==> config.mk <==
export PLATFORM = sky130hd
export DESIGN_NAME = mbrf_ram
export DESIGN_NICKNAME = d
export VERILOG_FILES = /design/src/mbrf_ram.sv
export SDC_FILE = /design/constraint.sdc
export NUM_CORES = 2
export LEC_CHECK = 0
export BUFFER_PORTS_ARGS = -buffer_cell sky130_fd_sc_hd__buf_4
export CORE_ASPECT_RATIO = 0.8
export CORE_MARGIN = 1
export CORE_UTILIZATION = 30
export CTS_BUF_LIST = sky130_fd_sc_hd__clkbuf_8
export CTS_CLUSTER_SIZE = 30
export DETAILED_ROUTE_END_ITERATION = 7
export PLACE_DENSITY = 0.51
export SYNTH_ARGS = -nofsm -noshare
export SYNTH_HDL_FRONTEND = slang
export SYNTH_SLANG_ARGS = --single-unit
==> constraint.sdc <==
create_clock -name clock -period 3.7 [get_ports clock]
set_clock_uncertainty 0.2 [all_clocks]
set_input_delay 0.74 -clock clock [delete_from_list [all_inputs] [get_ports clock]]
set_output_delay 0.74 -clock clock [all_outputs]
set_load 0.01 [all_outputs]
==> src/mbrf_ram.sv <==
// ----------------------------------------------------------------------------
// mbrf_ram
// Generic single-write, single-read RAM with registered read data.
// ----------------------------------------------------------------------------
module mbrf_ram #(
   parameter int DATA_W = 16,
   parameter int WORDS  = 256,
   localparam int AW    = (WORDS > 1) ? $clog2(WORDS) : 1
) (
   input  logic              clock,
   input  logic              wr_en,
   input  logic [AW-1:0]     wr_addr,
   input  logic [DATA_W-1:0] wr_data,
   input  logic              rd_en,
   input  logic [AW-1:0]     rd_addr,
   output logic [DATA_W-1:0] rd_data
);

   logic [DATA_W-1:0] mem_ff [WORDS];
   logic [DATA_W-1:0] rd_data_ff;

   always_ff @(posedge clock) begin
      if (wr_en) begin
         mem_ff[wr_addr] <= wr_data;
      end
      if (rd_en) begin
         rd_data_ff <= mem_ff[rd_addr];
      end
   end

   assign rd_data = rd_data_ff;

endmodule

Yosys cells after proc, flatten, opt, wreduce, memory -nomap -nowiden --
Memory sizes are Yosys's and may differ from the RTL's. A register that Yosys moved wholly into a read port is not among the register bits. Index checks and enable logic that the tools add are counted.
Storage, ports and cells: flip-flop bits (word level) 0, RAM bits 4096, output and inout port bits 16, logic and storage cells 3, memories 1
Operators by class: muxes and demuxes 2
Memory list:
- mem_ff | words 256, bits a word 16, read ports 1, clocked after Yosys merged registers in 1, wr ports 1, line 19 | logic [DATA_W-1:0] mem_ff [WORDS];
Operator list (count):
- 2-to-1 mux 1 bit | 2

Longest topological paths before layout --
depth after elaboration 2, mapped depth 12

Worst setup path after synthesis --
Ideal clock, no wire load.
path type in2reg, start input rd_addr[0], end register rd_data_ff[4], in the netlist rd_data[4] (read register of mem_ff), data pin, setup time 265 ps, arrival 2724 ps, required time 3235 ps, path slack 511 ps, cell stages on the path 8, cells stage by stage buf_6 -> buf_6 -> buf_2 -> mux4_2 -> mux4_2 -> a22o_1 -> o32ai_2 -> nor4_2
RTL lines:
- start, declared | line 15 | input logic [AW-1:0] rd_addr,
- end, declared | line 20 | logic [DATA_W-1:0] rd_data_ff;

==> impl_metrics.json <==
{
  "synth_largest_area_cell": "sky130_fd_sc_hd__edfxtp_1",
  "violated_checks": "negative setup slack",
  "die-width_um": 816,
  "synth_top_area_share": 0.777,
  "cell_area_after_synthesis_um2": 159000,
  "timing.final.max_slew_violations": 0,
  "via_count_of_the_first_global_routing_pass": 83500,
  "layout_worst_path_cycle_share": 1.00,
  "gp_congestion": 0.860,
  "syn_area_per_cell_um2": 21.6,
  "drt_pre_antenna_iters": 6,
  "final_layout_size_suffix_gt1_frac": 0.312,
  "cts_sinks": 4112,
  "clkSlewWorstSetupHoldPaths_ps": 70,
  "nNetsFinal": 8688,
  "start_util": 0.302,
  "timing.max_cap.violations": 0,
  "maxSlewHeadroom": 0.151,
  "critical_path_arrival_ps": 4460,
  "largest_net_degree_at_the_start_of_global_routing": 132,
  "wire_length_of_the_first_global_routing_pass_um": 666000,
  "clockBufferDepth": 4,
  "hold_viol": 0,
  "finalSetupTns_ps": -3.65,
  "crit_path_max_incr_delay_ps": 960,
  "floorplan.die_area_um2": 533000,
  "power.static_leakage_nw": 60.3,
  "cp_common_cell": "sky130_fd_sc_hd__buf_4",
  "avgViaCountPerCell": 5.17,
  "postSynthNetCount": 7395,
  "grt_antenna_before_repair": 49,
  "placeableCoreArea_um2": 526000,
  "path_cells": "mux4_2, mux2_2, a221oi_1, o31ai_1, buf_4, o32ai_1, buf_4, nor4_1",
  "groute.usage.overall": 0.175,
  "rsz0062_at_grt": "no",
  "tritoncts_clock_tree": "yes",
  "pwr_density_cell_nw_per_um2": 494,
  "worst_slack_ps": -3.65,
  "synth.area.top_cells": "sky130_fd_sc_hd__edfxtp_1, sky130_fd_sc_hd__mux4_2, sky130_fd_sc_hd__mux2i_1",
  "cts.repair_timing.setup_buffer_count": 0,
  "gr-total-overflow": 0,
  "ioPinCount": 51,
  "synth.distinct_cells": 51,
  "synthesis.yosys.warnings": 0,
  "wl_per_cell_um": 29.8,
  "placement.io_buffers": 50,
  "syn2layout_area_growth_pct": 17.6,
  "synth-edff-count": 4112,
  "route.detailed.drc": 0,
  "transition_time_at_the_pin_with_the_least_slew_margin_ps": 1270,
  "synth_ff_type": "sky130_fd_sc_hd__edfxtp_1",
  "report.power.total_mw": 92.4,
  "initial_drc_count": 10800,
  "post_synth_most_frequent_cells": "sky130_fd_sc_hd__edfxtp_1, sky130_fd_sc_hd__mux4_2, sky130_fd_sc_hd__mux2i_1, sky130_fd_sc_hd__nor2_1, sky130_fd_sc_hd__o221ai_1",
  "hpwlAfterDp_um": 303000,
  "critical_path.max_fanout": 1,
  "status": "finished, violations left",
  "cts_inserted_buffers": 638,
  "clk-insertion-delay-late_ps": 1270,
  "synth_seq_area_share": 0.777,
  "row_count": 238,
  "fmaxAchievable_ghz": 0.270,
  "route.vias.total": 83300,
  "dieHeight_um": 653,
  "crit_required_ps": 4460,
  "drt-total-wl_um": 480000,
  "worstSetupEndpointType": "flip-flop",
  "cts_max_level": 6,
  "ant_nets": 0,
  "yosys.cell_count.top_type": "sky130_fd_sc_hd__edfxtp_1",
  "synth_seq_cells": 4112,
  "hold_path_class": "input port to flip-flop",
  "ir_drop_worst_vdd_mv": 0.301,
  "layoutNonFillerInstCount": 16100,
  "path_class": "flip-flop to flip-flop",
  "placed_cells_incl_taps": 15000,
  "start_kind": "flip-flop",
  "synthesis.instances": 7360,
  "setup_viol": 1,
  "cpMaxStageDelayCell": "sky130_fd_sc_hd__a221oi_1",
  "layout_min_cycle_time_ps": 3700,
  "cts_root_buffer": "sky130_fd_sc_hd__clkbuf_8",
  "synth-async-reset-ratio": 0
}
==> registers in the layout (all words and copies together), names as in the netlist <==
| name | cells |
|---|---|
| rd_data | 16 |
| mem_ff | 4096 |
==> final timing paths <==
path,startpoint,endpoint,slack [ps],cells past startpoint
max,mem_ff[128][9],rd_data[9],-4,8
min,rd_addr[7],rd_data[4],160,4
max reg2reg,mem_ff[128][9],rd_data[9],-4,8
min reg2reg,mem_ff[208][13],rd_data[13],1050,6
==> cell type report <==
type,instances,area (µm²)
antenna,12,30.0
multi-input combinational,2792,33000
clock inverter,470,2470
tap,6960,8710
clock buffer,647,8900
inverter,4,27.5
fill,48500,339000
timing repair buffer,1105,10300
sequential,4112,123000
==> critical path: cells and delay by family, from the launching register on <==
kind / cells / cell delay [ps]
AOI/OAI and AO/OA: 3 / 1570
muxes: 2 / 820
buffers and inverters: 2 / 440
DFF: 1 / 380
and+or+nand+nor: 1 / 40
==> power breakdown <==
group | internal (mW) | switching (mW)
clock | 17.0 | 18.3
sequential | 51.4 | 0.0775
combinational | 2.14 | 3.56
total | 70.5 | 21.9
==> cell families (layout without fill, tap and decap cells) <==
logic type / after synthesis / count (layout) / synth area share
other: 0 / 12 / 0
AOI/OAI and AO/OA: 786 / 786 / 0.0353
and+or+nand+nor: 556 / 556 / 0.0157
buffers and inverters: 456 / 2226 / 0.0169
DFF: 4112 / 4112 / 0.777
muxes: 1450 / 1450 / 0.155
==> metal layers <==
metal	vias up	global-route usage	part of all wire
met4	0	0.0420	0.024
met2	3870	0.263	0.44
met3	653	0.0321	0.082
li1	34000	-	-
met1	44800	0.263	0.45
met5	-	0	0
==> cells in the final DEF (no fill, tap or decap), types with 36 or more instances in the layout <==
cell,instances
sky130_fd_sc_hd__a22oi_1,43
sky130_fd_sc_hd__o21ai_0,36
sky130_fd_sc_hd__mux4_2,797
sky130_fd_sc_hd__buf_4,925
sky130_fd_sc_hd__nor2_1,214
sky130_fd_sc_hd__nor3_1,89
sky130_fd_sc_hd__edfxtp_1,4112
sky130_fd_sc_hd__clkbuf_8,648
sky130_fd_sc_hd__o22ai_1,148
sky130_fd_sc_hd__clkinv_1,143
sky130_fd_sc_hd__inv_1,214
sky130_fd_sc_hd__mux2i_1,565
sky130_fd_sc_hd__buf_12,140
sky130_fd_sc_hd__nand2_1,37
sky130_fd_sc_hd__nor2_2,89
sky130_fd_sc_hd__clkinv_2,53
sky130_fd_sc_hd__mux2_2,88
sky130_fd_sc_hd__a21oi_1,175
sky130_fd_sc_hd__o221ai_1,252
==> what timing repair did <==
item                                    in CTS  in global routing
gates resized for setup                      0                  1
endpoints found under the setup margin       0                  1
hold endpoints to repair                  1846                  0
hold buffers                                20                  0
==> stage by stage <==
| step | utilization | worst slack, ps | hold slack (ps) | instance area (µm²) |
|---|---|---|---|---|
| floorplan | - | 511 | 639 | 159000 |
| global placement | 0.333 | -1450 | 904 | 175000 |
| detailed placement | 0.333 | -1310 | 925 | 175000 |
| CTS | 0.355 | 64.9 | 21.2 | 187000 |
| global route | 0.355 | 32.4 | 129 | 187000 |
| finish | 0.355 | -3.65 | 162 | 187000 |
No activity file was read; power rests on OpenSTA's default activity.
