`config.mk`:
```
export PLATFORM = sky130hd
export DESIGN_NAME = mbrf_queue
export DESIGN_NICKNAME = d
export VERILOG_FILES = /design/src/mbrf_pkg.sv /design/src/mbrf_queue.sv
export SDC_FILE = /design/constraint.sdc
export NUM_CORES = 1
export LEC_CHECK = 0
export BUFFER_PORTS_ARGS = -buffer_cell sky130_fd_sc_hd__buf_2
export CORE_UTILIZATION = 40
export DETAILED_ROUTE_END_ITERATION = 16
export PLACE_DENSITY = 0.64
export SLEW_MARGIN = 20
export SYNTH_ARGS = -nofsm -noshare
export SYNTH_HDL_FRONTEND = slang
export SYNTH_SLANG_ARGS = --single-unit
```
`constraint.sdc`:
```
create_clock -name clock -period 2.64 [get_ports clock]
set_input_delay 0 -clock clock [delete_from_list [all_inputs] [get_ports clock]]
set_output_delay 0 -clock clock [all_outputs]
set_load 0.03 [all_outputs]
```
`src/mbrf_pkg.sv`:
```
// ----------------------------------------------------------------------------
// mbrf_pkg
// Shared types and constants of the multichannel burst ring FIFO.
// ----------------------------------------------------------------------------
package mbrf_pkg;

   localparam int DEPTH_DEFAULT    = 64;
   localparam int CHANNELS_DEFAULT = 4;
   localparam int DEPTH_MAX        = 4096;

   localparam int SAMPLE_W = 16;
   localparam int CHAN_W   = 2;
   localparam int LEN_W    = 7;

   localparam int PTR_MAX_W  = $clog2(DEPTH_MAX);
   localparam int FILL_MAX_W = $clog2(DEPTH_MAX + 1);

   // command queue between front and back
   localparam int QUEUE_DEPTH = 4;

   typedef enum logic [0:0] {
      OP_PUSH = 1'b0,
      OP_PULL = 1'b1
   } op_type;

   typedef enum logic [1:0] {
      KIND_STATUS = 2'd0,
      KIND_SAMPLE = 2'd1,
      KIND_EMPTY  = 2'd2
   } kind_type;

   typedef enum logic [1:0] {
      CMD_STATUS = 2'd0,
      CMD_EMPTY  = 2'd1,
      CMD_DRAIN  = 2'd2
   } cmd_kind_type;

   typedef struct packed {
      op_type                     opcode;
      logic [CHAN_W-1:0]          channel;
      logic signed [SAMPLE_W-1:0] sample;
      logic [LEN_W-1:0]           burst_len;
      logic                       first_of_burst;
   } req_type;

   typedef struct packed {
      kind_type                   kind;
      logic [CHAN_W-1:0]          out_channel;
      logic signed [SAMPLE_W-1:0] out_sample;
      logic [LEN_W-1:0]           accepted_count;
      logic                       last;
   } rsp_type;

   typedef struct packed {
      cmd_kind_type          kind;
      logic [CHAN_W-1:0]     channel;
      logic [LEN_W-1:0]      count;
      logic [PTR_MAX_W-1:0]  start;
      logic [FILL_MAX_W-1:0] length;
   } cmd_type;

endpackage

```
`src/mbrf_queue.sv`:
```
// ----------------------------------------------------------------------------
// mbrf_queue
// Short command FIFO between the front end and the back end.
// ----------------------------------------------------------------------------
module mbrf_queue (
   input  logic              clock,
   input  logic              reset,
   input  logic              in_valid,
   output logic              in_ready,
   input  mbrf_pkg::cmd_type in_data,
   output logic              out_valid,
   input  logic              out_pop,
   output mbrf_pkg::cmd_type out_data
);

   localparam int QD  = mbrf_pkg::QUEUE_DEPTH;
   localparam int QAW = (QD > 1) ? $clog2(QD) : 1;
   localparam int QCW = $clog2(QD + 1);

   mbrf_pkg::cmd_type entry_ff [QD];
   logic [QAW-1:0] wr_ptr_ff, wr_ptr_in;
   logic [QAW-1:0] rd_ptr_ff, rd_ptr_in;
   logic [QCW-1:0] cnt_ff, cnt_in;
   logic           do_push, do_pop;

   assign in_ready  = (cnt_ff != QCW'(QD));
   assign out_valid = (cnt_ff != '0);
   assign out_data  = entry_ff[rd_ptr_ff];
   assign do_push   = in_valid && in_ready;
   assign do_pop    = out_pop && out_valid;

   always_comb begin
      wr_ptr_in = wr_ptr_ff;
      rd_ptr_in = rd_ptr_ff;
      if (do_push) begin
         wr_ptr_in = (wr_ptr_ff == QAW'(QD - 1)) ? '0 : wr_ptr_ff + 1'b1;
      end
      if (do_pop) begin
         rd_ptr_in = (rd_ptr_ff == QAW'(QD - 1)) ? '0 : rd_ptr_ff + 1'b1;
      end
      cnt_in = cnt_ff + QCW'(do_push) - QCW'(do_pop);
   end

   always_ff @(posedge clock) begin
      if (reset) begin
         wr_ptr_ff <= '0;
         rd_ptr_ff <= '0;
         cnt_ff    <= '0;
      end else begin
         wr_ptr_ff <= wr_ptr_in;
         rd_ptr_ff <= rd_ptr_in;
         cnt_ff    <= cnt_in;
      end
   end

   always_ff @(posedge clock) begin
      if (do_push) begin
         entry_ff[wr_ptr_ff] <= in_data;
      end
   end

endmodule

```
# Word level (Yosys, flattened, before mapping)
# Memory sizes are Yosys's and may differ from the RTL's. A register that Yosys moved wholly into a read port is not among the register bits.
# Index checks and enable logic that the tools add are counted.
# word_totals
out_inout_bits,38
memories,1
register_bits,7
elab_cells,20
input_bits,40
ramBits,144
# classes
n_mux,6
eq_ne,3
n_reduce_logical,3
add_sub_neg,4
# memory_table
name,words,width,rd,rd_ports_with_merged_regs,wr,line_no,text
entry_ff,4,36,1,1,1,mbrf_queue.sv:20,mbrf_pkg::cmd_type entry_ff [QD];
# op_table
cell,n
2-bit two-way mux,4
2-bit by 1-bit adder with 2-bit output (second input constant),2
2-bit == test (second input constant),2
3-bit by 1-bit adder with 3-bit output,1
3-bit inequality test (second input constant),1
3-bit nonzero test,1
3-bit by 1-bit subtractor with 3-bit output,1
1-bit logical AND,2
1-bit two-way mux,2

# Depth between registers and ports, before layout
# depth
ltp_word,4
mapped_depth,11
mapped_depth_nobuf,10

# Worst setup path after synthesis
# OpenSTA, ideal clock, no wires.
# synth_path
path_type,register to register
start,register cnt_ff[1]
end,register cnt_ff[2]
path_stages_with_launch,12
synth_period_minus_slack_ns,2.290
arrival_time_ns,2.212
n_path_buf,1
setup_ns,0.078
required_time_ns,2.562
slack_ns,0.350
path_cell_list,dfxtp_1 -> or3b_1 -> buf_6 -> nand2_2 -> ha_1 -> inv_1 -> ha_1 -> inv_1 -> fa_1 -> xor2_1 -> and2_2 -> nor3_1
# synth_between
elab_chain_cells,4
word_cells_on_any_way,6
cone_classes,add/sub (2); eq/ne (1); reduce/logical (3)
# synth_rtl
element,line_no,text
start: declaration,mbrf_queue.sv:23,"logic [QCW-1:0] cnt_ff, cnt_in;"
start signal: assignment,mbrf_queue.sv:52,cnt_ff <= cnt_in;
3-bit inequality test,mbrf_queue.sv:26,assign in_ready = (cnt_ff != QCW'(QD));
net in_ready,mbrf_queue.sv:9,"output logic in_ready,"
1-bit logical AND,mbrf_queue.sv:29,assign do_push = in_valid && in_ready;
3-bit by 1-bit adder with 3-bit output,mbrf_queue.sv:41,cnt_in = cnt_ff + QCW'(do_push) - QCW'(do_pop);
3-bit by 1-bit subtractor with 3-bit output,mbrf_queue.sv:41,
# The timed path passes the listed nets, and every way through them passes these cells.
# A chain may end at the register's enable or synchronous reset.

# Worst setup path after layout
# layout_path
start,register cnt_ff[1]
end,register cnt_ff[2]
# layout_between
elab_chain_cells,4
word_cells_on_any_way,6
cone_classes,add/sub (2); eq/ne (1); reduce/logical (3)
# layout_rtl
element,line_no
3-bit inequality test,mbrf_queue.sv:26
1-bit logical AND,mbrf_queue.sv:29
3-bit by 1-bit adder with 3-bit output,mbrf_queue.sv:41
3-bit by 1-bit subtractor with 3-bit output *,mbrf_queue.sv:41
# Every way passes the cells marked *; elsewhere a longest branch is shown, timed or not.

==> run summary <==
Lkg Pwr: 2.52 nW
Layout area overhead: 27.8%
sequential-to-total area share from yosys stat: 0.793
Setup CP Type: flip-flop to flip-flop
Fin. Hold Viols: 0
Worst Setup Start Kind: flip-flop
antenna violations before repair: 0
share of cells above drive strength 1: 0.416
most common cell after layout, fill and taps aside: edfxtp_1
internal power: 5.26 mW
Detailed Place HPWL: 5460 um
global route overflow: 0
GP Congestion: 0.626
fin crit period: 2.42 ns
Worst-Skew Late Latency: 0.42 ns
die footprint: 14700 um2
Synth Register Bits: 153
P_sw: 2.15 mW
DRC violations left: 0
drt via density: 4.86
diode count: 0
vias: 2708
post-synth top area cell: edfxtp_1
asr flop ratio synth: 0
Routed wire per std cell: 17.4 um
Slew Limit Fails: 0
combinational power share: 0.246
DR iter-0 viols: 181
fin crit share: 0.916
synth top area cells: edfxtp_1, mux4_2, dfxtp_1, ha_1, buf_6
number of CTS-inserted buffers: 17
crit path cell chain: or3b_1, nand2_2, ha_1, inv_1, ha_1, inv_1, fa_1, xor2_1, and2_2, nor3_1
fill count: 1122
CP required: 2.98 ns
Clk pin slew, worst setup/hold paths: 0.06 ns
Synth Warn #: 0
clock share of power: 0.340
CTS sink count: 153
I/O Pins: 78
synthesized instance count: 237
Seq. cell area: 4510 um2
status: complete, no violations
ANT nets after route: 0
Flop pwr share: 0.414
total track usage: 0.147
pwr/cell area: 1020 nW/um2
H-tree depth: 4
worst vdd ir: 610 uV
Die H: 121 um
Post-synth EDFFs: 144
syn avg cell area: 24.0 um2
fmax: 413 MHz
DRT Wirelength: 9670 um
final setup fails: 0
critical path fanouts, max: 7
num rows: 43
DP Worst Slack: 0.216 ns
worst path arrival time: 2.76 ns
core area: 13900 um2
switching share of power: 0.290
Die Wd: 121 um
vias in the first global route: 2897
Max Cap Viol: 0
cts repair resizes: 0
RSZ-0062 raised after global routing: no
Slowest-stage cell, CP: or3b_1
initial core utilization: 0.409
drt pass-1 iters: 4
first-pass GRT wire length: 15400 um
type of the worst min-delay path: input port to flip-flop
top cell type's share of synthesized area: 0.761
Post-Syn Area: 5680 um2
clock skew: 0.00869 ns
CTS max path bufs: 2
largest net degree at the start of global routing: 37
PortBufs: 77
Slew @ Worst Pin: 0.986 ns
CTS tree: built
area of the multi-input gates: 1090 um2
Top FF cell, synth: edfxtp_1
most frequent cells in the layout: edfxtp_1, buf_2, dlygate4sd3_1
Clock Tree Root: clkbuf_16
final worst setup slack: 0.221 ns
Rel. slew slack: 0.343
Syn Nets: 285
Unique masters post-synth: 27
final total negative setup slack: 0 ns
crit end category: flip-flop
post-layout net count: 412
Worst path max stage delay: 0.50 ns
==> power groups by stage <==
stage,logic [mW],registers (mW),clock network [mW]
2_1_floorplan,1.37,3.08,0
3_3_place_gp,1.81,3.10,0
3_5_place_dp,1.83,3.12,0
4_1_cts,1.88,3.07,2.58
5_1_grt,1.97,3.09,2.67
6_report,1.82,3.07,2.52
==> state kept, by name (all words and copies together), names as in the netlist, named ones only <==
register / flops
rd_ptr_ff: 2
wr_ptr_ff: 2
entry_ff: 144
cnt_ff: 3
==> through the flow <==
step           hold WS, ns  power (mW)   util  instances  area [um2]
2_1_floorplan       0.0989        4.45      -        237        5680
3_3_place_gp         0.213        4.91  0.451        487        6260
3_5_place_dp         0.220        4.95  0.451        487        6260
4_1_cts             0.0323        7.52  0.523        557        7260
5_1_grt             0.0885        7.73  0.523        557        7260
6_report            0.0496        7.41  0.523        557        7260
==> final timing paths <==
kind                              startpoint   endpoint  slack (ns)  cells after the start
worst max-delay path               cnt_ff[1]  cnt_ff[2]        0.22                     10
worst min-delay path                 out_pop  flip-flop        0.05                      5
worst max register to register     cnt_ff[1]  cnt_ff[2]        0.22                     10
worst min register to register  rd_ptr_ff[0]  flip-flop        0.49                      2
==> cell families after synthesis <==
family	after synthesis	synth area share
DFF	153	0.793
muxes	38	0.146
and+or+nand+nor	18	0.0196
buffers and inverters	15	0.0156
adders and majority gates	8	0.0189
AOI/OAI and AO/OA	4	0.00529
xor gates and xnor gates	1	0.00154
==> routing by layer <==
metal  global-route usage  vias up  wire length [um]
met1                0.176     1387              4190
met3               0.0569       11               451
met2                0.241       64              4890
met5                    0        -                 0
li1                     -     1246                 -
met4               0.0532        0               138
==> cell usage after synthesis (3+ instances only) <==
master,n
nor2_1,3
mux4_2,36
inv_1,5
buf_6,4
and3_2,4
ha_1,7
edfxtp_1,144
dfxtp_1,9
==> cell type report <==
type                       count  share of cell area
inverter                       5             0.00258
multi-input combinational     69               0.150
clock buffer                  17              0.0586
tap                          180              0.0310
sequential                   153               0.620
timing repair buffer         118               0.110
clock inverter                15              0.0272
==> worst max-delay path, delay by kind of cell, from the launching register on <==
kind | cells | cell delay (ns)
flip-flops | 1 | 0.37
XOR/XNOR | 1 | 0.16
buffers and inverters | 2 | 0.11
adder cells (fa/ha/maj) | 3 | 0.74
AND/OR/NAND/NOR | 4 | 0.96
==> what timing repair did <==
| item | CTS | global route |
|---|---|---|
| buffers inserted | 0 | 0 |
| setup endpoints to repair | 0 | 0 |
| hold buffers | 38 | 0 |
| endpoints found under the hold margin | 153 | 0 |
(Power assumes the default switching activity.)
