==> config.mk <==
export PLATFORM = sky130hd
export DESIGN_NAME = mbrf_back
export DESIGN_NICKNAME = d
export VERILOG_FILES = /design/src/mbrf_pkg.sv /design/src/mbrf_back.sv
export SDC_FILE = /design/constraint.sdc
export NUM_CORES = 1
export LEC_CHECK = 0
export ABC_AREA = 1
export CORE_ASPECT_RATIO = 1.4
export CORE_MARGIN = 10
export CORE_UTILIZATION = 40
export CTS_BUF_LIST = sky130_fd_sc_hd__clkbuf_16
export CTS_CLUSTER_SIZE = 28
export DETAILED_ROUTE_END_ITERATION = 10
export DONT_BUFFER_PORTS = 1
export HOLD_SLACK_MARGIN = 0.05
export PLACE_DENSITY = 0.59
export SYNTH_ARGS = -nofsm -noshare
export SYNTH_HDL_FRONTEND = slang
export SYNTH_SLANG_ARGS = --single-unit
==> constraint.sdc <==
create_clock -name clock -period 3.22 [get_ports clock]
set_input_delay 0.644 -clock clock [delete_from_list [all_inputs] [get_ports clock]]
set_output_delay 0.644 -clock clock [all_outputs]
set_load 0.03 [all_outputs]
==> src/mbrf_pkg.sv <==
// ----------------------------------------------------------------------------
// mbrf_pkg
// Shared types and constants of the multichannel burst ring FIFO.
// ----------------------------------------------------------------------------
package mbrf_pkg;

   localparam int DEPTH_DEFAULT    = 64;
   localparam int CHANNELS_DEFAULT = 4;
   localparam int DEPTH_MAX        = 4096;

   localparam int SAMPLE_W = 16;
   localparam int CHAN_W   = 2;
   localparam int LEN_W    = 7;

   localparam int PTR_MAX_W  = $clog2(DEPTH_MAX);
   localparam int FILL_MAX_W = $clog2(DEPTH_MAX + 1);

   // command queue between front and back
   localparam int QUEUE_DEPTH = 4;

   typedef enum logic [0:0] {
      OP_PUSH = 1'b0,
      OP_PULL = 1'b1
   } op_type;

   typedef enum logic [1:0] {
      KIND_STATUS = 2'd0,
      KIND_SAMPLE = 2'd1,
      KIND_EMPTY  = 2'd2
   } kind_type;

   typedef enum logic [1:0] {
      CMD_STATUS = 2'd0,
      CMD_EMPTY  = 2'd1,
      CMD_DRAIN  = 2'd2
   } cmd_kind_type;

   typedef struct packed {
      op_type                     opcode;
      logic [CHAN_W-1:0]          channel;
      logic signed [SAMPLE_W-1:0] sample;
      logic [LEN_W-1:0]           burst_len;
      logic                       first_of_burst;
   } req_type;

   typedef struct packed {
      kind_type                   kind;
      logic [CHAN_W-1:0]          out_channel;
      logic signed [SAMPLE_W-1:0] out_sample;
      logic [LEN_W-1:0]           accepted_count;
      logic                       last;
   } rsp_type;

   typedef struct packed {
      cmd_kind_type          kind;
      logic [CHAN_W-1:0]     channel;
      logic [LEN_W-1:0]      count;
      logic [PTR_MAX_W-1:0]  start;
      logic [FILL_MAX_W-1:0] length;
   } cmd_type;

endpackage

==> src/mbrf_back.sv <==
// ----------------------------------------------------------------------------
// mbrf_back
// Pops result commands, streams drained samples from the RAM one per cycle
// while the two-word output buffer that holds results has room.
// ----------------------------------------------------------------------------
module mbrf_back #(
   parameter int DEPTH    = mbrf_pkg::DEPTH_DEFAULT,
   parameter int CHANNELS = mbrf_pkg::CHANNELS_DEFAULT,
   localparam int AW      = $clog2(CHANNELS * DEPTH)
) (
   input  logic                          clock,
   input  logic                          reset,
   input  logic                          cmd_valid,
   output logic                          cmd_pop,
   input  mbrf_pkg::cmd_type             cmd_data,
   output logic                          rd_en,
   output logic [AW-1:0]                 rd_addr,
   input  logic [mbrf_pkg::SAMPLE_W-1:0] rd_data,
   output logic                          rsp_valid,
   input  logic                          rsp_ready,
   output mbrf_pkg::rsp_type             rsp_data,
   output logic                          drain_done
);

   localparam int PW  = $clog2(DEPTH);
   localparam int FW  = $clog2(DEPTH + 1);
   localparam int CIW = (CHANNELS > 1) ? $clog2(CHANNELS) : 1;

   logic                        act_ff, act_in;
   logic [mbrf_pkg::CHAN_W-1:0] act_ch_ff, act_ch_in;
   logic [PW-1:0]               act_ptr_ff, act_ptr_in;
   logic [FW-1:0]               act_rem_ff, act_rem_in;
   logic                        s1_vld_ff, s1_vld_in;
   logic                        s1_ram_ff, s1_ram_in;
   mbrf_pkg::rsp_type           s1_meta_ff, s1_meta_in;
   mbrf_pkg::rsp_type           ob_ff [2];
   logic                        ob_wr_ff, ob_wr_in;
   logic                        ob_rd_ff, ob_rd_in;
   logic [1:0]                  ob_cnt_ff, ob_cnt_in;

   logic                        pop_out, room, act_last;
   logic [AW:0]                 addr_full;
   mbrf_pkg::rsp_type           cap_word;

   always_comb begin
      pop_out   = rsp_valid && rsp_ready;
      // a word in the read stage always finds a slot in the buffer
      room      = (3'(ob_cnt_ff) + 3'(s1_vld_ff)) < (3'd2 + 3'(pop_out));
      act_last  = (act_rem_ff == FW'(1));
      addr_full = (AW + 1)'(CIW'(act_ch_ff)) * (AW + 1)'(DEPTH) + (AW + 1)'(act_ptr_ff);
      rd_addr   = addr_full[AW-1:0];

      rd_en      = 1'b0;
      cmd_pop    = 1'b0;
      drain_done = 1'b0;
      act_in     = act_ff;
      act_ch_in  = act_ch_ff;
      act_ptr_in = act_ptr_ff;
      act_rem_in = act_rem_ff;
      s1_vld_in  = 1'b0;
      s1_ram_in  = 1'b0;
      s1_meta_in = s1_meta_ff;

      if (act_ff) begin
         if (room) begin
            rd_en                     = 1'b1;
            s1_vld_in                 = 1'b1;
            s1_ram_in                 = 1'b1;
            s1_meta_in.kind           = mbrf_pkg::KIND_SAMPLE;
            s1_meta_in.out_channel    = act_ch_ff;
            s1_meta_in.out_sample     = '0;
            s1_meta_in.accepted_count = '0;
            s1_meta_in.last           = act_last;
            act_ptr_in = (act_ptr_ff == PW'(DEPTH - 1)) ? '0 : act_ptr_ff + 1'b1;
            act_rem_in = act_rem_ff - 1'b1;
            if (act_last) begin
               act_in     = 1'b0;
               drain_done = 1'b1;
            end
         end
      end else if (cmd_valid) begin
         if (cmd_data.kind == mbrf_pkg::CMD_DRAIN) begin
            cmd_pop    = 1'b1;
            act_in     = 1'b1;
            act_ch_in  = cmd_data.channel;
            act_ptr_in = cmd_data.start[PW-1:0];
            act_rem_in = cmd_data.length[FW-1:0];
         end else if (room) begin
            cmd_pop                   = 1'b1;
            s1_vld_in                 = 1'b1;
            s1_meta_in.out_channel    = cmd_data.channel;
            s1_meta_in.out_sample     = '0;
            s1_meta_in.last           = 1'b1;
            if (cmd_data.kind == mbrf_pkg::CMD_EMPTY) begin
               s1_meta_in.kind           = mbrf_pkg::KIND_EMPTY;
               s1_meta_in.accepted_count = '0;
            end else begin
               s1_meta_in.kind           = mbrf_pkg::KIND_STATUS;
               s1_meta_in.accepted_count = cmd_data.count;
            end
         end
      end

      cap_word = s1_meta_ff;
      if (s1_ram_ff) begin
         cap_word.out_sample = rd_data;
      end

      ob_wr_in  = s1_vld_ff ? ~ob_wr_ff : ob_wr_ff;
      ob_rd_in  = pop_out ? ~ob_rd_ff : ob_rd_ff;
      ob_cnt_in = ob_cnt_ff + 2'(s1_vld_ff) - 2'(pop_out);

      rsp_valid = (ob_cnt_ff != '0);
      rsp_data  = ob_ff[ob_rd_ff];
   end

   always_ff @(posedge clock) begin
      if (reset) begin
         act_ff    <= 1'b0;
         s1_vld_ff <= 1'b0;
         s1_ram_ff <= 1'b0;
         ob_wr_ff  <= 1'b0;
         ob_rd_ff  <= 1'b0;
         ob_cnt_ff <= '0;
      end else begin
         act_ff    <= act_in;
         s1_vld_ff <= s1_vld_in;
         s1_ram_ff <= s1_ram_in;
         ob_wr_ff  <= ob_wr_in;
         ob_rd_ff  <= ob_rd_in;
         ob_cnt_ff <= ob_cnt_in;
      end
   end

   always_ff @(posedge clock) begin
      act_ch_ff  <= act_ch_in;
      act_ptr_ff <= act_ptr_in;
      act_rem_ff <= act_rem_in;
      s1_meta_ff <= s1_meta_in;
      if (s1_vld_ff) begin
         ob_ff[ob_wr_ff] <= cap_word;
      end
   end

`ifndef ASSERT_OFF
   a_ob_no_overflow: assert property (@(posedge clock) disable iff (reset)
      (3'(ob_cnt_ff) + 3'(s1_vld_ff)) <= 3'd2)
      else $error("output buffer overflow");

   a_done_while_active: assert property (@(posedge clock) disable iff (reset)
      drain_done |=> !act_ff)
      else $error("drain still active after its last read");
`endif

endmodule

; ---- Yosys cells after proc, flatten, opt, wreduce, memory -nomap -nowiden
; Memory sizes are Yosys's and may differ from the RTL's. A register that Yosys moved wholly into a read port is not among the register bits.
; Index checks and enable logic that the tools add are counted.
[totals]
regBits = 50
ramBits = 56
in_bits = 56
memories = 1
[op_classes]
n_addsub = 7
order_cmp = 1
n_eq_ne = 6
muxes = 37
bitwise = 3
reduce_logical = 7
[mem_list]
columns = name, depth, width, rd, rd_ports_with_merged_regs, wr, line_no
row1 = ob_ff, 2, 28, 1, 1, 1, mbrf_back.sv:36  ; mbrf_pkg::rsp_type ob_ff [2];
[op_table]
columns = cell, n
row1 = two-way mux 28 bit, 5
row2 = two-way mux 7 bit, 5
row3 = two-way mux 6 bit, 5
row4 = two-way mux 1 bit, 20
row5 = two-way mux 16 bit, 1
row6 = AND reduction 3 bit, 3
row7 = adder 8 x 6 -> 8 bit, 1
row8 = "equality test 7 x 1 -> 1 bit, second input constant", 1
row9 = "subtractor 7 x 1 -> 7 bit, second input constant", 1
row10 = "adder 6 x 1 -> 6 bit, second input constant", 1
row11 = "equality test 6 bit, second input constant", 1
row12 = nonzero test 2 bit, 3
row13 = adder 2 x 1 -> 3 bit, 1
row14 = "adder 2 x 1 -> 3 bit, first input constant", 1
row15 = less-than comparator 3 bit, 1
row16 = NOT 1 bit, 3
row17 = adder 2 x 1 -> 2 bit, 1
row18 = "equality test 2 x 1 -> 1 bit, second input constant", 1
row19 = "equality test 2 bit, second input constant", 1
row20 = two-way mux 2 bit, 1
row21 = "!= test 2 x 1 -> 1 bit, second input constant", 1
row22 = "!= test 2 bit, second input constant", 1
row23 = subtractor 2 x 1 -> 2 bit, 1
row24 = logical AND 1 bit, 1

; ---- Logic depth before layout (Yosys ltp)
[logic_depth]
word_depth = 8
depth_mapped = 10
mapped_depth_nobuf = 10

; ---- Worst setup path before layout
; Ideal clock, no wire load.
[synth_path]
path_type = input port to flip-flop
start = input port cmd_data[34] in the netlist's numbering
end = register act_ptr_ff[0] (enable)
setup_time_ns = 0.401
arrival_ns = 1.826
required_time_ns = 2.819
setup_slack_ns = 0.993
stages = 3
path_buffers = 0
cell_sequence = inv_1 -> nand2_1 -> o21ai_0
[synth_between]
elab_chain_cells = 3
[synth_lines]
columns = item, line_no
row1 = "start, declared", mbrf_back.sv:15  ; input mbrf_pkg::cmd_type cmd_data,
row2 = equality test 2 bit, mbrf_back.sv:82  ; if (cmd_data.kind == mbrf_pkg::CMD_DRAIN) begin
row3 = nonzero test 2 bit (no line), --
row4 = AND reduction 3 bit (no line), --
row5 = "end signal, assigned", mbrf_back.sv:137  ; act_ptr_ff <= act_ptr_in;
row6 = "end, declared", mbrf_back.sv:31  ; logic [PW-1:0] act_ptr_ff, act_ptr_in;
; Every way passes these cells.
; A chain may end at the register's enable or synchronous reset.

; ---- Worst setup path after layout
[layout_path]
start = register act_ff
end = output port cmd_pop
[layout_between]
elab_chain_cells = 1
[layout_lines]
columns = item, line_no
row1 = "start, declared", mbrf_back.sv:29  ; logic act_ff, act_in;
row2 = "start signal, assigned", mbrf_back.sv:126  ; act_ff <= act_in;
row3 = two-way mux 1 bit, mbrf_back.sv:64  ; if (act_ff) begin
row4 = "end, declared", mbrf_back.sv:14  ; output logic cmd_pop,
; Every way passes these cells.

==> results.json <==
{
  "avgSynthCellArea_um2": 12.9,
  "synth_cell_type_count": 30,
  "clk_latency_ps": 330,
  "rows": 42,
  "tightest_slew_ps": 864,
  "grt_overflow": 0,
  "die_h_um": 138,
  "cts_tree": "done",
  "cts_resized": 0,
  "layout-drive-gt1-share": 0.187,
  "syn_area_mm2": 0.00395,
  "power_frac_comb": 0.218,
  "io_buffers": 0,
  "start_util": 0.413,
  "p_clk_frac": 0.305,
  "tns_ps": 0,
  "cap_violations": 0,
  "wl_per_cell_um": 15.3,
  "slew_viol_final": 0,
  "area_growth_pct": 10.8,
  "arrival_ps": 1940,
  "hold_slack_ps": 366,
  "swShare": 0.302,
  "antenna_found_initial": 0,
  "drt-initial-drc-count": 82,
  "setup.worst_path.end_class": "output pin",
  "ys_ff_latch": 91,
  "period_share": 0.803,
  "numCtsBuffers": 9,
  "grt_max_degree": 30,
  "yosysWarnings": 0,
  "synth_sequential_area_ratio": 0.672,
  "dp_hpwl_mm": 5.00,
  "yosys-top-cells-count": "edfxtp_1 (83), nand2_1 (60), inv_1 (41), nor2_1 (25), mux2_4 (20)",
  "synthCells": 306,
  "cts.hold.buffers_added": 0,
  "status": "complete, no violations",
  "clk_path_buf_depth": 2,
  "grt_pass1_vias": 2189,
  "cts_max_level": 3,
  "cts_setup_buffers": 0,
  "synth_edf_count": 83,
  "hold_path_class": "in -> reg",
  "pwr-share-seq": 0.477,
  "synthArstFlopShare": 0,
  "power_leakage_nw": 1.77,
  "die_area_mm2": 0.0143,
  "synthesis.nets": 369,
  "num_antenna_cells": 0,
  "crit_required_ps": 2580,
  "cp_slowest_cell": "a21oi_1",
  "path_class": "reg -> out",
  "period_minus_slack_ps": 2580,
  "max_freq_ghz": 0.387,
  "nets": 374,
  "vias": 2103,
  "cts_sinks": 91,
  "power_switching_mw": 1.06,
  "place_congestion": 0.771,
  "die_w_um": 104,
  "cp-start-kind": "flop",
  "grt_usage": 0.0977,
  "slew_headroom": 0.424,
  "first_pass_iters": 4,
  "clk_pin_slew_ps": 60,
  "synth_top_cell_area_share": 0.632,
  "synth_most_common_cell": "edfxtp_1",
  "ys.flop_type": "edfxtp_1",
  "drc": 0,
  "crit_fanout": 20,
  "ant_nets": 0,
  "p_int_mw": 2.45,
  "fin_skew_ps": 6.64,
  "synth_area_leaders": "edfxtp_1 (63%), mux2_4 (7.6%), nand2_1 (5.7%)",
  "vdd_drop_max_mv": 0.289,
  "powerDensity_mw_per_mm2": 802,
  "slowest_delay_ps": 590,
  "viasPerCell": 4.69,
  "finalSetupViolCount": 0,
  "yosysTopAreaCell": "edfxtp_1",
  "clockRootBuffer": "clkbuf_16",
  "worstPathCellList": "inv_2 > nand2_1 > a21oi_1",
  "rsz0062_at_grt": "false",
  "grt_first_pass_wirelength_mm": 10.9,
  "core_area_mm2": 0.00956,
  "drt-total-wl_mm": 6.87,
  "ioPinCount": 96,
  "final_hold_viol_count": 0
}
==> worst paths after layout <==
| path | start | end | slack (ps) | cells past startpoint |
|---|---|---|---|---|
| setup / recovery | act_ff$_SDFF_PP0_ | cmd_pop | 640 | 3 |
| hold / removal | reset | flop | 370 | 1 |
| setup reg to reg | s1_vld_ff$_SDFF_PP0_ | act_rem_ff[0]$_DFFE_PP_ | 1440 | 6 |
| hold reg to reg | cap_word[25]$_DFFE_PP_ | ob_ff[0][25]$_DFFE_PP_ | 440 | 0 |
==> cells by family after synthesis <==
family / Yosys count / synth area share
mux: 28 / 0.0989
fa+ha+maj: 7 / 0.0222
compound gates: 19 / 0.0273
flops: 91 / 0.672
simple gates: 104 / 0.110
xor+xnor: 3 / 0.00666
buf+inv: 54 / 0.0625
==> flip-flops by register name, summed over array words and instances, names as in the netlist, named ones only <==
signal,count
act_ff,1
s1_ram_ff,1
act_ptr_ff,6
s1_vld_ff,1
ob_wr_ff,1
ob_ff,56
ob_rd_ff,1
act_rem_ff,7
cap_word,12
act_ch_ff,2
ob_cnt_ff,2
==> per-stage QoR <==
stage / cell area (µm²) / utilization / std cells / total power [mW] / worst slack [ps]
floorplan: 3950 / - / 306 / 2.36 / 993
global placement: 4060 / 0.425 / 432 / 2.47 / 976
detailed placement: 4060 / 0.425 / 432 / 2.48 / 958
CTS: 4370 / 0.457 / 448 / 3.57 / 590
global route: 4370 / 0.457 / 448 / 3.67 / 435
finish: 4370 / 0.457 / 448 / 3.51 / 635
==> area by class of cell <==
class,instances,area (µm²)
clock inverters,7,83.8
repair buffers,4,30.0
well taps,132,165
multi-input cells,161,1050
clock buffers,9,225
fillers,884,5190
flip-flops and latches,91,2650
inverters,44,165
==> power groups by stage <==
stage	combinational (mW)	sequential [mW]	clock (mW)
global route	0.828	1.70	1.14
detailed placement	0.781	1.70	0
CTS	0.783	1.68	1.11
finish	0.763	1.67	1.07
floorplan	0.750	1.61	0
global placement	0.771	1.69	0
==> layer usage <==
metal / wire, µm / global-route usage / vias to the layer above / share of wire
met5: 0 / 0 / - / 0
met4: 120 / 0.0535 / 0 / 0.017
met3: 642 / 0.0472 / 12 / 0.093
met2: 3210 / 0.160 / 77 / 0.47
met1: 2900 / 0.103 / 980 / 0.42
li1: - / - / 1034 / -
==> critical path, delay by kind of cell, from the launching register on <==
| family | cells | cell delay [ps] |
|---|---|---|
| flops | 1 | 500 |
| buf+inv | 1 | 370 |
| compound gates | 1 | 590 |
| simple gates | 1 | 160 |
==> layout by cell type, fill, tap and decap left out, types with 3 or more instances in the layout <==
| cell type | count |
|---|---|
| edfxtp_1 | 83 |
| nand2_1 | 60 |
| inv_1 | 42 |
| nor2_1 | 24 |
| mux2_4 | 20 |
| clkbuf_16 | 9 |
| mux2_2 | 8 |
| nand3_1 | 7 |
| ha_1 | 7 |
| dfxtp_1 | 7 |
| a21oi_1 | 6 |
| o21ai_0 | 5 |
| nor2_2 | 5 |
| buf_4 | 4 |
| inv_2 | 3 |
| o21ai_1 | 3 |
| nor3_1 | 3 |
Power figures use the tool's default switching activity.
