[src/mbrf_pkg.sv]
// ----------------------------------------------------------------------------
// mbrf_pkg
// Shared types and constants of the multichannel burst ring FIFO.
// ----------------------------------------------------------------------------
package mbrf_pkg;

   localparam int DEPTH_DEFAULT    = 64;
   localparam int CHANNELS_DEFAULT = 4;
   localparam int DEPTH_MAX        = 4096;

   localparam int SAMPLE_W = 16;
   localparam int CHAN_W   = 2;
   localparam int LEN_W    = 7;

   localparam int PTR_MAX_W  = $clog2(DEPTH_MAX);
   localparam int FILL_MAX_W = $clog2(DEPTH_MAX + 1);

   // command queue between front and back
   localparam int QUEUE_DEPTH = 4;

   typedef enum logic [0:0] {
      OP_PUSH = 1'b0,
      OP_PULL = 1'b1
   } op_type;

   typedef enum logic [1:0] {
      KIND_STATUS = 2'd0,
      KIND_SAMPLE = 2'd1,
      KIND_EMPTY  = 2'd2
   } kind_type;

   typedef enum logic [1:0] {
      CMD_STATUS = 2'd0,
      CMD_EMPTY  = 2'd1,
      CMD_DRAIN  = 2'd2
   } cmd_kind_type;

   typedef struct packed {
      op_type                     opcode;
      logic [CHAN_W-1:0]          channel;
      logic signed [SAMPLE_W-1:0] sample;
      logic [LEN_W-1:0]           burst_len;
      logic                       first_of_burst;
   } req_type;

   typedef struct packed {
      kind_type                   kind;
      logic [CHAN_W-1:0]          out_channel;
      logic signed [SAMPLE_W-1:0] out_sample;
      logic [LEN_W-1:0]           accepted_count;
      logic                       last;
   } rsp_type;

   typedef struct packed {
      cmd_kind_type          kind;
      logic [CHAN_W-1:0]     channel;
      logic [LEN_W-1:0]      count;
      logic [PTR_MAX_W-1:0]  start;
      logic [FILL_MAX_W-1:0] length;
   } cmd_type;

endpackage

[src/mbrf_front.sv]
// ----------------------------------------------------------------------------
// mbrf_front
// Accepts words, tracks the open burst, writes admitted samples, keeps the
// per-channel pointers and fill counts, and queues result commands.
// ----------------------------------------------------------------------------
module mbrf_front #(
   parameter int DEPTH    = mbrf_pkg::DEPTH_DEFAULT,
   parameter int CHANNELS = mbrf_pkg::CHANNELS_DEFAULT,
   localparam int AW      = $clog2(CHANNELS * DEPTH)
) (
   input  logic                          clock,
   input  logic                          reset,
   input  logic                          req_valid,
   output logic                          req_ready,
   input  mbrf_pkg::req_type             req_data,
   output logic                          wr_en,
   output logic [AW-1:0]                 wr_addr,
   output logic [mbrf_pkg::SAMPLE_W-1:0] wr_data,
   output logic                          cmd_valid,
   input  logic                          cmd_ready,
   output mbrf_pkg::cmd_type             cmd_data,
   input  logic                          drain_done
);

   localparam int PW  = $clog2(DEPTH);
   localparam int FW  = $clog2(DEPTH + 1);
   localparam int CIW = (CHANNELS > 1) ? $clog2(CHANNELS) : 1;
   localparam int LW  = mbrf_pkg::LEN_W;
   localparam int SW  = ((PW > LW) ? PW : LW) + 1;
   localparam int CW  = ((FW > LW) ? FW : LW) + 1;
   localparam int RW  = ((PW > FW) ? PW : FW) + 1;
   localparam int DCW = $clog2(mbrf_pkg::QUEUE_DEPTH + 2);

   logic [PW-1:0]  wp_ff [CHANNELS];
   logic [PW-1:0]  wp_in [CHANNELS];
   logic [PW-1:0]  rp_ff [CHANNELS];
   logic [PW-1:0]  rp_in [CHANNELS];
   logic [FW-1:0]  fill_ff [CHANNELS];
   logic [FW-1:0]  fill_in [CHANNELS];
   logic           burst_acc_ff, burst_acc_in;
   logic [LW-1:0]  burst_rem_ff, burst_rem_in;
   logic [LW-1:0]  burst_off_ff, burst_off_in;
   logic [LW-1:0]  burst_len_ff, burst_len_in;
   logic [mbrf_pkg::CHAN_W-1:0] burst_ch_ff, burst_ch_in;
   logic [DCW-1:0] drain_cnt_ff, drain_cnt_in;

   logic                        is_push, first, ch_ok, fire, blocked;
   logic [mbrf_pkg::CHAN_W-1:0] sel_ch;
   logic [CIW-1:0]              sel_idx;
   logic [PW-1:0]               wp_sel, rp_sel, pos, wp_next, rp_next;
   logic [FW-1:0]               fill_sel;
   logic [CW-1:0]               space;
   logic                        admit, start_burst, zero_burst, cont, do_pull, step;
   logic                        acc_cur, commit_end;
   logic [LW-1:0]               off_cur, len_cur, rem_cur, rem_next;
   logic [SW-1:0]               psum, wsum;
   logic [RW-1:0]               rsum;
   logic [AW:0]                 addr_full;

   always_comb begin
      is_push  = (req_data.opcode == mbrf_pkg::OP_PUSH);
      first    = req_data.first_of_burst;
      ch_ok    = (int'(req_data.channel) < CHANNELS);
      // continuation samples follow the channel latched on the first sample
      sel_ch   = (is_push && !first) ? burst_ch_ff : req_data.channel;
      sel_idx  = CIW'(sel_ch);
      wp_sel   = wp_ff[sel_idx];
      rp_sel   = rp_ff[sel_idx];
      fill_sel = fill_ff[sel_idx];

      space = CW'(DEPTH) - CW'(fill_sel);
      admit = (space > CW'(req_data.burst_len));

      start_burst = is_push && first && ch_ok && (req_data.burst_len != '0);
      zero_burst  = is_push && first && ch_ok && (req_data.burst_len == '0);
      cont        = is_push && !first && (burst_rem_ff != '0);
      do_pull     = !is_push && ch_ok;
      step        = start_burst || cont;

      acc_cur  = first ? admit : burst_acc_ff;
      off_cur  = first ? '0 : burst_off_ff;
      len_cur  = first ? req_data.burst_len : burst_len_ff;
      rem_cur  = first ? req_data.burst_len : burst_rem_ff;
      rem_next = rem_cur - 1'b1;
      commit_end = step && (rem_next == '0);

      psum    = SW'(wp_sel) + SW'(off_cur);
      pos     = (psum >= SW'(DEPTH)) ? PW'(psum - SW'(DEPTH)) : PW'(psum);
      wsum    = SW'(wp_sel) + SW'(len_cur);
      wp_next = (wsum >= SW'(DEPTH)) ? PW'(wsum - SW'(DEPTH)) : PW'(wsum);
      rsum    = RW'(rp_sel) + RW'(fill_sel);
      rp_next = (rsum >= RW'(DEPTH)) ? PW'(rsum - RW'(DEPTH)) : PW'(rsum);

      // no sample write while a drain still has reads outstanding
      blocked   = is_push && (drain_cnt_ff != '0);
      req_ready = cmd_ready && !blocked;
      fire      = req_valid && req_ready;

      addr_full = (AW + 1)'(sel_idx) * (AW + 1)'(DEPTH) + (AW + 1)'(pos);
      wr_en     = fire && step && acc_cur;
      wr_addr   = addr_full[AW-1:0];
      wr_data   = req_data.sample;

      cmd_valid        = fire && (zero_burst || commit_end || do_pull);
      cmd_data.channel = sel_ch;
      cmd_data.start   = mbrf_pkg::PTR_MAX_W'(rp_sel);
      cmd_data.length  = mbrf_pkg::FILL_MAX_W'(fill_sel);
      cmd_data.count   = (step && acc_cur) ? len_cur : '0;
      if (do_pull) begin
         cmd_data.kind = (fill_sel == '0) ? mbrf_pkg::CMD_EMPTY : mbrf_pkg::CMD_DRAIN;
      end else begin
         cmd_data.kind = mbrf_pkg::CMD_STATUS;
      end

      wp_in        = wp_ff;
      rp_in        = rp_ff;
      fill_in      = fill_ff;
      burst_acc_in = burst_acc_ff;
      burst_rem_in = burst_rem_ff;
      burst_off_in = burst_off_ff;
      burst_len_in = burst_len_ff;
      burst_ch_in  = burst_ch_ff;

      if (fire) begin
         if (zero_burst) begin
            burst_acc_in = 1'b0;
            burst_rem_in = '0;
            burst_off_in = '0;
         end
         if (step) begin
            burst_rem_in = rem_next;
            burst_off_in = off_cur + 1'b1;
            if (start_burst) begin
               burst_acc_in = admit;
               burst_len_in = req_data.burst_len;
               burst_ch_in  = req_data.channel;
            end
         end
         if (commit_end) begin
            burst_acc_in = 1'b0;
            burst_off_in = '0;
            if (acc_cur) begin
               wp_in[sel_idx]   = wp_next;
               fill_in[sel_idx] = fill_sel + FW'(len_cur);
            end
         end
         if (do_pull && (fill_sel != '0)) begin
            rp_in[sel_idx]   = rp_next;
            fill_in[sel_idx] = '0;
         end
      end

      drain_cnt_in = drain_cnt_ff
                   + DCW'(cmd_valid && (cmd_data.kind == mbrf_pkg::CMD_DRAIN))
                   - DCW'(drain_done);
   end

   always_ff @(posedge clock) begin
      if (reset) begin
         for (int i = 0; i < CHANNELS; i++) begin
            wp_ff[i]   <= '0;
            rp_ff[i]   <= '0;
            fill_ff[i] <= '0;
         end
         burst_acc_ff <= 1'b0;
         burst_rem_ff <= '0;
         burst_off_ff <= '0;
         burst_len_ff <= '0;
         burst_ch_ff  <= '0;
         drain_cnt_ff <= '0;
      end else begin
         wp_ff        <= wp_in;
         rp_ff        <= rp_in;
         fill_ff      <= fill_in;
         burst_acc_ff <= burst_acc_in;
         burst_rem_ff <= burst_rem_in;
         burst_off_ff <= burst_off_in;
         burst_len_ff <= burst_len_in;
         burst_ch_ff  <= burst_ch_in;
         drain_cnt_ff <= drain_cnt_in;
      end
   end

`ifndef ASSERT_OFF
   a_no_write_during_drain: assert property (@(posedge clock) disable iff (reset)
      wr_en |-> (drain_cnt_ff == '0))
      else $error("sample write while a drain is outstanding");

   a_commit_fits: assert property (@(posedge clock) disable iff (reset)
      (fire && commit_end && acc_cur) |-> ((CW'(fill_sel) + CW'(len_cur)) < CW'(DEPTH)))
      else $error("committed burst overfills the ring");

   a_drain_cnt_no_underflow: assert property (@(posedge clock) disable iff (reset)
      drain_done |-> (drain_cnt_ff != '0))
      else $error("drain completion with no drain outstanding");
`endif

endmodule

[config.mk]
export PLATFORM = sky130hd
export DESIGN_NAME = mbrf_front
export DESIGN_NICKNAME = d
export VERILOG_FILES = /design/src/mbrf_pkg.sv /design/src/mbrf_front.sv
export SDC_FILE = /design/constraint.sdc
export NUM_CORES = 1
export LEC_CHECK = 0
export BUFFER_PORTS_ARGS = -buffer_cell sky130_fd_sc_hd__buf_2
export CAP_MARGIN = 20
export CELL_PAD_IN_SITES_DETAIL_PLACEMENT = 0
export CELL_PAD_IN_SITES_GLOBAL_PLACEMENT = 1
export CORE_MARGIN = 2
export CORE_UTILIZATION = 40
export DETAILED_ROUTE_END_ITERATION = 10
export PLACE_DENSITY_LB_ADDON = 0.15
export SLEW_MARGIN = 15
export SYNTH_ARGS = -nofsm -noshare
export SYNTH_HDL_FRONTEND = slang
export SYNTH_SLANG_ARGS = --single-unit
[constraint.sdc]
create_clock -name clock -period 5.5 [get_ports clock]
set_input_delay 0.55 -clock clock [delete_from_list [all_inputs] [get_ports clock]]
set_output_delay 0.55 -clock clock [all_outputs]
set_load 0.01 [all_outputs]
* Yosys cells after proc, flatten, opt, wreduce, memory -nomap -nowiden
Index checks and enable logic that the tools add are counted.
** Storage, ports and cells
- Bits in registers :: 103
- Input bits :: 32
** Operators by class
- Add/sub/neg operators :: 13
- Order comparisons :: 6
- Eq/ne operators :: 1
- Muxes and demuxes :: 39
- Bitwise operators :: 4
- Reductions and logical operators :: 35
** Operators with widths (count)
- 28-bit 2-to-1 mux :: 4
- 7-bit 2-to-1 mux :: 11
- 24-bit bitwise mux :: 2
- 6-bit 2-to-1 mux :: 8
- 28-bit bitwise AND :: 1
- 28-bit bitwise mux :: 1
- 28-bit NOT :: 1
- 6-bit by 7-bit adder with 8-bit output :: 3
- 6-bit binary-select mux with 2-bit select :: 2
- 8-bit by 7-bit greater-or-equal comparator with 1-bit output (second input constant) :: 3
- 7-bit zero test :: 3
- 7-bit nonzero test :: 3
- 6-bit by 1-bit subtractor with 6-bit output (second input constant) :: 3
- 1-bit logical AND :: 16
- 7-bit binary-select mux with 2-bit select :: 1
- 7-bit demux with 2-bit select :: 1
- 6-bit demux with 2-bit select :: 1
- 8-bit by 6-bit adder with 8-bit output :: 1
- 8-bit by 7-bit greater-than comparator with 1-bit output :: 1
- 7-bit by 7-bit subtractor with 8-bit output (first input constant) :: 1
- 7-bit by 1-bit adder with 7-bit output (second input constant) :: 1
- 7-bit adder :: 1
- 7-bit by 1-bit subtractor with 7-bit output (second input constant) :: 1
- 2-bit 2-to-1 mux :: 3
- other kinds (14) :: 25

* Logic depth before layout (Yosys ltp)
- Depth after elaboration :: 15
- Mapped depth :: 21
- Mapped depth without buffers :: 19

* Worst setup path before layout
No wires, ideal clock.
- Kind :: input to output
- From :: input req_data[26] (netlist name)
- To :: output cmd_data[25] (netlist name)
- Data arrival time :: 5.212 ns
- Data required time :: 4.950 ns
- Setup slack :: -0.262 ns
- Stages on the path :: 21
- Path buffers :: 5
- Cells stage by stage :: buf_6 -> o21ai_0 -> and2_4 -> buf_2 -> buf_1 -> mux4_2 -> inv_1 -> ha_1 -> inv_1 -> a2111o_1 -> xnor2_1 -> ha_1 -> nand3_1 -> a21oi_1 -> o22ai_1 -> and2_1 -> buf_1 -> and2_1 -> or3_1 -> clkbuf_1 -> nor2b_1
** RTL lines
- start: declaration :: line mbrf_front.sv:15 : input mbrf_pkg::req_type req_data,
- end: declaration :: line mbrf_front.sv:21 : output mbrf_pkg::cmd_type cmd_data,

==> metrics.md <==
| Metric | Value |
|---|---|
| Syn avg cell area | `~9 um^2` |
| Busiest grt layer | `met2` |
| Worst-Skew Late Latency | `~0.35 ns` |
| Critical Path End Type | `output port` |
| Max Clock Freq | `about 190 MHz` |
| Root buf cell | `clkbuf_16` |
| Nets | `826` |
| Final setup skew | `0.00845 ns` |
| Final Hold Fails | `0` |
| Post-CTS Setup Inserts | `0` |
| Startpoint type of the worst setup path | `primary input` |
| Final min period | `5.23 ns` |
| Grt ovf | `0` |
| Max-Cap Viols | `0` |
| Yosys cell types | `slightly above 70` |
| Number of global-route vias before repair | `about 5.2k` |
| Final count of negative-setup-slack endpoints | `0` |
| Sequential-to-total area share from yosys stat | `a little under a third` |
| TritonCTS buffer count | `9` |
| #FFs+latches synth | `slightly above 100` |
| Die area | `approximately 18000 um^2` |
| Hold_sp | `burst_acc_ff` |
| Share of layout cells above drive strength 1 | `about 16%` |
| Num rows | `46` |
| Ys Warns | `0` |
| Antenna diodes | `0` |
| Most common cell after layout, fill and taps aside | `dfxtp_1` |
| DRC | `0` |
| Clock tree from TritonCTS | `yes` |
| Fin Setup TNS | `0 ns` |
| P_leak | `3.14 nW` |
| Slowest CP cell | `or3b_2` |
| Final GP Congestion | `slightly below 0.9` |
| WS Path Type | `primary input to output port` |
| Synth Instances | `between 700 and 800` |
| Estimated wirelength of the detail-placed design | `between 10000 and 15000 um` |
| CP max FO | `11` |
| Post-DR vias/cell | `between 5 and 6` |
| First-pass GRT wire length | `between 20000 and 30000 um` |
| Number of enable flip-flop cells after synthesis | `0` |
| Area Growth Syn to Fin | `8.75%` |
| Peak VDD IR | `approximately 0.15 mV` |
| Top_reg_cell synth | `dfxtp_1` |
| Vias | `between 5k and 6k` |
| R2R Path Start | `burst_ch_ff[0]` |
| Ports | `95` |
| Family with the most delay on the worst path | `simple AND/OR/NAND/NOR gates` |
| Dpl ws | `a little under 0.2 ns` |
| Critical Path Max Stage Delay | `0.51 ns` |
| M3 GR Usage | `4.98%` |
| Worst EP arrival | `roughly 4.7 ns` |
| First drt pass iteration count | `5` |
| DRT iter0 DRCs | `between 300 and 400` |
| Worst setup margin | `0.267 ns` |
| Most frequent cells in the layout | `102 x dfxtp_1, 100 x nor2_1, 63 x mux2i_1` |
| Hold Crit Class | `flop to flop` |
| Cell area after synthesis | `approximately 6600 um^2` |
| Total core area | `16000 um^2` |
| Worst setup path startpoint | `req_data[26]` |
| Critical-path cell list | `buf_2, or3b_2, and2_4, mux4_2, inv_1, ha_1, inv_1, a2111o_1, xnor2_1, ha_1, nand3_1, a21oi_1, o22ai_1, and2_1, and2_1, or3_4, nor2_1, buf_2` |
| Largest net degree at the start of global routing | `56` |
| CTS H-tree depth | `3` |
| Fin. max-slew vios | `0` |
| WP buf/inv | `4` |
| Gr usage total | `between 20% and 30%` |
| CP required | `~5.0 ns` |
| Die W | `~130 um` |
| Starting Density | `between 40% and 50%` |
| Status | `completed` |
| Reg clk slew, reported paths | `about 0.070 ns` |
| Synth async-reset ratio | `0%` |
| Initial antenna violation count | `0` |
| Final Cycle Share | `95.1%` |
| RSZ-0062 raised after global routing | `false` |
| Grt met1 use | `between 20% and 30%` |
| Grt met2 use | `about a third` |
| Detailed-route wire length per cell | `roughly 19 um` |
| Clock buffer depth | `2` |
| Port Buffers | `50` |
| ANT nets after route | `0` |
| Slew margin rel. | `23.8%` |
| Power Density | `230 nW/um^2` |
| Total Wirelength | `18100 um` |
| Die H | `133 um` |
| Worst-Margin Slew | `1.13 ns` |
| Clock sink count | `102` |
==> cell families after synthesis <==
logic type                 count (synthesis)  share of synthesized area (%)
xor gates and xnor gates                  34                           4.51
DFF                                      102                           30.9
AOI/OAI and AO/OA                        129                           14.8
other                                      1                         0.0568
and+or+nand+nor                          224                           16.4
muxes                                     86                           16.4
adders and majority gates                 39                           7.95
buffers and inverters                    117                           9.05
==> synth_stat cells, drive strengths merged, types with 9 or more instances <==
| cell | count | share of area (%) |
|---|---|---|
| dfxtp | 102 | 31 |
| nor2 | 102 | 5.9 |
| mux2i | 64 | 9.8 |
| inv | 52 | 3.0 |
| buf | 45 | 5.0 |
| a21oi | 40 | 3.0 |
| ha | 34 | 6.4 |
| nand2 | 29 | 1.6 |
| xnor2 | 25 | 3.3 |
| o21ai | 21 | 1.9 |
| clkbuf | 19 | 1.1 |
| nand3 | 18 | 1.4 |
| mux4 | 17 | 5.8 |
| nand2b | 13 | 1.2 |
| nor2b | 12 | 1.1 |
| nor3 | 11 | 0.83 |
| a22oi | 10 | 1.2 |
| a22o | 9 | 1.2 |
| xor2 | 9 | 1.2 |
==> where the power goes <==
group          total (W)  switching, W  internal, W
registers       0.000756    0.00000812     0.000748
logic           0.000243      0.000156    0.0000873
clock network   0.000650      0.000293     0.000357
==> worst min-delay path, delay by kind of cell, from the launching register on <==
kind	cells	cell delay, ns
compound gates	1	0.05
flops	1	0.31
simple gates	1	0.05
==> layout make-up <==
class / instances / area, um^2
clock buffer: 12 / 236
clock inverter: 4 / 55.1
fill: 1606 / 8820
inverter: 53 / 199
multi-input combinational: 524 / 4020
sequential: 102 / 2040
tap: 216 / 270
timing repair buffer: 65 / 363
==> layer usage <==
| metal | up-vias | routed length, um |
|---|---|---|
| met5 | - | 0 |
| met1 | 2546 | 8540 |
| met2 | 143 | 8200 |
| met3 | 33 | 1010 |
| li1 | 2565 | - |
| met4 | 0 | 325 |
==> final timing paths <==
| path | to | slack (ns) | cells past startpoint |
|---|---|---|---|
| min reg2reg | burst_acc_ff | 0.46 | 2 |
| min | burst_acc_ff | 0.46 | 2 |
| max | cmd_data[31] | 0.27 | 18 |
| max reg2reg | flop | 0.76 | 16 |
==> through the flow <==
step,cells,power [W],instance area [um^2],utilization [%],hold slack [ns]
2_1_floorplan,743,0.000965,6650,-,0.432
3_3_place_gp,960,0.00101,6890,43.0,0.448
5_1_grt,976,0.00173,7180,44.9,0.477
4_1_cts,976,0.00167,7180,44.9,0.459
6_report,976,0.00165,7180,44.9,0.460
3_5_place_dp,960,0.00101,6890,43.0,0.448
==> timing repair <==
action | CTS | global route
resized for setup | 0 | 1
setup endpoints to repair | 0 | 7
hold buffers | 0 | 0
Power figures use the tool's default switching activity.
